`config.mk`:
```
export PLATFORM = sky130hd
export DESIGN_NAME = fbam_ram
export DESIGN_NICKNAME = d
export VERILOG_FILES = /design/src/rtl/fbam_ram.sv
export SDC_FILE = /design/constraint.sdc
export NUM_CORES = 2
export LEC_CHECK = 0
export ABC_CLOCK_PERIOD_IN_PS = 2180
export BUFFER_PORTS_ARGS = -buffer_cell sky130_fd_sc_hd__buf_2
export CAP_MARGIN = 20
export CORE_ASPECT_RATIO = 0.5
export CORE_MARGIN = 4
export CORE_UTILIZATION = 57
export DETAILED_ROUTE_END_ITERATION = 10
export MAX_ROUTING_LAYER = met4
export PLACE_DENSITY_LB_ADDON = 0.12
export SYNTH_ARGS = -nofsm -noshare
export SYNTH_HDL_FRONTEND = slang
export SYNTH_SLANG_ARGS = --single-unit
```
`constraint.sdc`:
```
create_clock -name clk -period 2.18 [get_ports clk]
set_input_delay 0.218 -clock clk [delete_from_list [all_inputs] [get_ports clk]]
set_output_delay 0.218 -clock clk [all_outputs]
set_load 0.02 [all_outputs]
```
`src/rtl/fbam_ram.sv`:
```
// ----------------------------------------------------------------------------
// fbam_ram - generic simple dual-port RAM
// One write port and one read port; the read data is registered.
// ----------------------------------------------------------------------------
`default_nettype none

module fbam_ram #(
	parameter int Width = 8,
	parameter int Depth = 256
) (
	input  wire logic                                   clk,
	input  wire logic                                   we,
	input  wire logic [(Depth > 1 ? $clog2(Depth) : 1)-1:0] waddr,
	input  wire logic [Width-1:0]                       wdata,
	input  wire logic [(Depth > 1 ? $clog2(Depth) : 1)-1:0] raddr,
	output logic      [Width-1:0]                       rdata
);

	logic [Width-1:0] mem_q [Depth];

	always_ff @(posedge clk) begin
		if (we) begin
			mem_q[waddr] <= wdata;
		end
		rdata <= mem_q[raddr];
	end

endmodule

`default_nettype wire

```
Word-level counts from Yosys, hierarchy flattened
Memories as Yosys holds them, arrays and structs flattened. A register that Yosys moved wholly into a read port is not among the register bits.
Cells that the tools add are included.
Cells by class
  $add $sub $neg: 0
  multiply operators: 0
  div/mod/pow operators: 0
  $lt $le $gt $ge: 0
  equal/unequal tests: 0
  shifts and indexed selects: 0
  muxes and demuxes: 2
  bitwise gates (word level): 0
  reduce and logical (&&, ||, !) cells: 0
Operator list (number)
  1-bit two-way mux: 2
Storage, ports and cells
  bits in registers: 0
  bits in latches: 0
  RAM bits: 2048
  memory bits (read-only): 0
  output and inout port bits: 8
  memories: 1
Memories
  mem_q: words 256, width 8, rd ports 1, clocked after Yosys merged registers in 1, wr ports 1, line 19  | logic [Width-1:0] mem_q [Depth];

Logic depth before layout (Yosys ltp)
  depth after elaboration: 2
  mapped depth: 11
  mapped depth without buffers: 6

Worst setup path after synthesis
OpenSTA, ideal clock, no wires.
  path kind: input-to-reg
  from: in raddr[0] (netlist name)
  to: reg rdata[2] (read register of mem_q)
  library setup time: 0.131 ns
  arrival time: 2.025 ns
  required time: 2.049 ns
  setup slack: 0.024 ns
  cell stages on the path: 9
  cells stage by stage: buf_6 -> buf_12 -> buf_8 -> buf_2 -> mux4_2 -> a22oi_1 -> a21oi_1 -> nor4_1 -> nor4_2
RTL lines
  start, declared: line 15  | input wire logic [(Depth > 1 ? $clog2(Depth) : 1)-1:0] raddr,
  end, declared: line 16  | output logic [Width-1:0] rdata

==> flow_summary.json <==
{
  "globalplace.congestion": 0.9141,
  "ir_drop_v": 0.0008166,
  "path_buf_inv": 0,
  "final_area_sq_um": 93560,
  "dieArea_sq_um": 146000,
  "finClkSkew_ns": 0.01931,
  "netlist_area_sq_um": 79560,
  "crit_path_max_incr_delay_ns": 0.65,
  "grt_remaining_overflow": 0,
  "grt_pass1_wl_microns": 293500,
  "ys_seq_area_share_pct": 77.50,
  "worstSetupEndpointType": "flop",
  "clock_sinks": 2056,
  "clk_latency_ns": 0.79,
  "tightest_slew_ns": 0.9362,
  "cp.arrival_ns": 2.94,
  "hp-class": "input pin to flop",
  "top_level_ports": 34,
  "p_leak_nw": 30.41,
  "worstPathCellList": "mux4_2, a22oi_1, a21oi_1, nor4_1, nor4_2",
  "finalHoldViolCount": 0,
  "rsz0062_at_grt": "yes",
  "viasPerCell": 6.441,
  "cts.htree.levels": 4,
  "fillers": 8715,
  "nets": 4460,
  "area_growth_pct": 17.60,
  "antenna_found_initial": 8,
  "drt_iter0_markers": 5738,
  "finish.utilization_pct": 67.85,
  "wl_per_cell_microns": 31.51,
  "postCtsSetupBuffers": 0,
  "synth_cell_type_count": 55,
  "setup_slack_ns": -0.1226,
  "required_ns": 2.82,
  "ys_seq_elements": 2056,
  "dp_hpwl_microns": 132900,
  "syn_nets": 3759,
  "drt_pass1_iterations": 6,
  "netlist_instances": 3733,
  "violations": "setup timing",
  "grt_pass1_vias": 41290,
  "min_period_ns": 2.303,
  "crit_fanout": 1,
  "drv_cap": 0,
  "max_freq_ghz": 0.4343,
  "path_class": "flop to flop",
  "vias": 41450,
  "place_area_sq_um": 87310,
  "row_count": 96,
  "cellPowerDensity_nw_per_um2": 856.9,
  "die_y_microns": 272.2,
  "async_reset_ff_share_pct": 0,
  "whs_ns": 0.05268,
  "clk_pin_slew_ns": 0.07,
  "status": "complete, but fails checks",
  "slowest_stage": "nor4_1",
  "io_buffers": 33,
  "drive_above_1_share_pct": 33.62,
  "clockBufferDepth": 3,
  "setup_viol": 4,
  "max_slew_margin_pct": 37.59,
  "totalWireLength_microns": 202800,
  "post-place-ws_ns": -1.364,
  "ant_nets": 0,
  "track_usage_pct": 29.13,
  "clockRootBuffer": "clkbuf_16",
  "fin_total_pwr_w": 0.08017,
  "path_delay_family": "simple AND/OR/NAND/NOR gates",
  "start_util_pct": 57.69,
  "min_period_over_period_pct": 105.6,
  "grt_max_degree": 109,
  "cts_made_buffers": 172,
  "core_area_sq_um": 137900,
  "start_kind": "flop",
  "avgSynthCellArea_sq_um": 21.31,
  "slew_viol_final": 0,
  "cts_tree": "built",
  "drc": 0,
  "synth-edff-count": 2048,
  "yosysWarningCount": 0,
  "synth_ff_type": "edfxtp_1",
  "die_w_microns": 536.3
}
-- Yosys cell counts, drive strengths merged (6+ instances only) --
library cell / count / area share (%)
nor2: 282 / 1.3
dfxtp: 8 / 0.20
o22ai: 28 / 0.22
a221oi: 14 / 0.16
a21oi: 96 / 0.60
nand2: 33 / 0.16
edfxtp: 2048 / 77
o21ai: 12 / 0.075
nand3: 34 / 0.21
a22oi: 133 / 1.3
clkbuf: 111 / 0.52
nor4: 27 / 0.24
mux2i: 134 / 1.7
mux4: 456 / 13
a22o: 8 / 0.088
nand4: 10 / 0.079
nand2b: 8 / 0.063
buf: 122 / 1.3
a211oi: 16 / 0.15
nor2b: 31 / 0.24
nor3: 22 / 0.14
o221ai: 47 / 0.53
and2: 6 / 0.047
o211ai: 10 / 0.094
-- worst reg2reg max path, stage by stage (launching register included) --
cell,delay (ns)
edfxtp_1,0.36
mux4_2,0.47
a22oi_1,0.44
a21oi_1,0.14
nor4_1,0.65
nor4_2,0.10
-- routing by layer --
| layer | track usage (%) | up-vias | part of all wire (%) |
|---|---|---|---|
| met3 | 7.818 | 323 | 11 |
| met5 | - | - | 0 |
| met1 | 42.16 | 21810 | 41 |
| li1 | - | 17090 | - |
| met2 | 41.60 | 2224 | 45 |
| met4 | 8.036 | 0 | 2.8 |
-- where the power goes --
part | internal [W] | switching (W) | leakage (nW)
clock | 0.0180 | 0.0137 | 2.81
combinational | 0.00195 | 0.00286 | 9.13
sequential | 0.0435 | 0.0000673 | 18.5
total | 0.0635 | 0.0167 | 30.4
-- state kept, by name (all words and copies together) (netlist names) --
register and cells:
mem_q 2048, rdata 8
-- final cells by class --
cell class | instances | area, sq um | area share, %
tap | 1862 | 2330 | 2.490
timing repair buffer | 760 | 6877 | 7.350
clock inverter | 101 | 1136 | 1.214
sequential | 2056 | 61660 | 65.90
antenna | 7 | 17.52 | 0.01872
multi-input combinational | 1442 | 16960 | 18.13
clock buffer | 205 | 4574 | 4.889
inverter | 2 | 7.507 | 0.008024
-- final timing paths --
| check | endpoint | slack [ns] | cells past startpoint | start |
|---|---|---|---|---|
| min reg2reg | rdata[3]$_DFF_P_ | 1.14 | 7 | mem_q[40][3]$_DFFE_PP_ |
| max | rdata[2]$_DFF_P_ | -0.12 | 5 | mem_q[211][2]$_DFFE_PP_ |
| min | mem_q[229][2]$_DFFE_PP_ | 0.05 | 1 | wdata[2] |
| max reg2reg | rdata[2]$_DFF_P_ | -0.12 | 5 | mem_q[211][2]$_DFFE_PP_ |
-- cells by family after synthesis --
| family | count (synthesis) | share of synthesized area [%] |
|---|---|---|
| AO/OA/AOI/OAI | 385 | 3.419 |
| multiplexers | 591 | 14.62 |
| AND/OR/NAND/NOR | 466 | 2.628 |
| flip-flops | 2056 | 77.50 |
| buffers and inverters | 235 | 1.831 |
-- placed cells by master (no fill, tap or decap), types with 5 or more instances in the layout --
cell	count
nor3_1	13
o21ai_1	5
buf_2	22
buf_4	629
nand4_1	10
nor4_2	9
clkbuf_8	12
nor2_4	5
clkbuf_16	177
nor2_1	273
clkinv_1	34
o21ai_0	5
o22a_1	5
nor3_2	6
nor4_1	9
o22ai_1	27
o221ai_1	46
a21oi_1	92
clkbuf_1	24
diode_2	7
and2_1	6
mux4_2	455
dlygate4sd3_1	6
buf_12	91
a221oi_1	11
bufinv_16	26
nand3_1	34
clkinv_2	35
a22oi_1	129
a211oi_1	12
nand2_1	33
dfxtp_1	8
nor4_4	9
nand2b_1	8
nor2b_1	25
mux2i_1	134
edfxtp_1	2048
o211ai_1	10
a22o_1	7
-- repair_timing --
action	in CTS	in global routing
hold buffers	6	0
pin swaps	19	20
resized for setup	57	29
endpoints found under the setup margin	8	8
hold endpoints to repair	131	0
-- through the flow --
step                      cells  TNS, ns
after floorplan            3733        0
after detailed placement   6116   -8.283
after global placement     6114   -9.277
final                      6435  -0.2404
after global routing       6431  -0.6720
after CTS                  6428  -0.2162
Power figures use the tool's default switching activity.
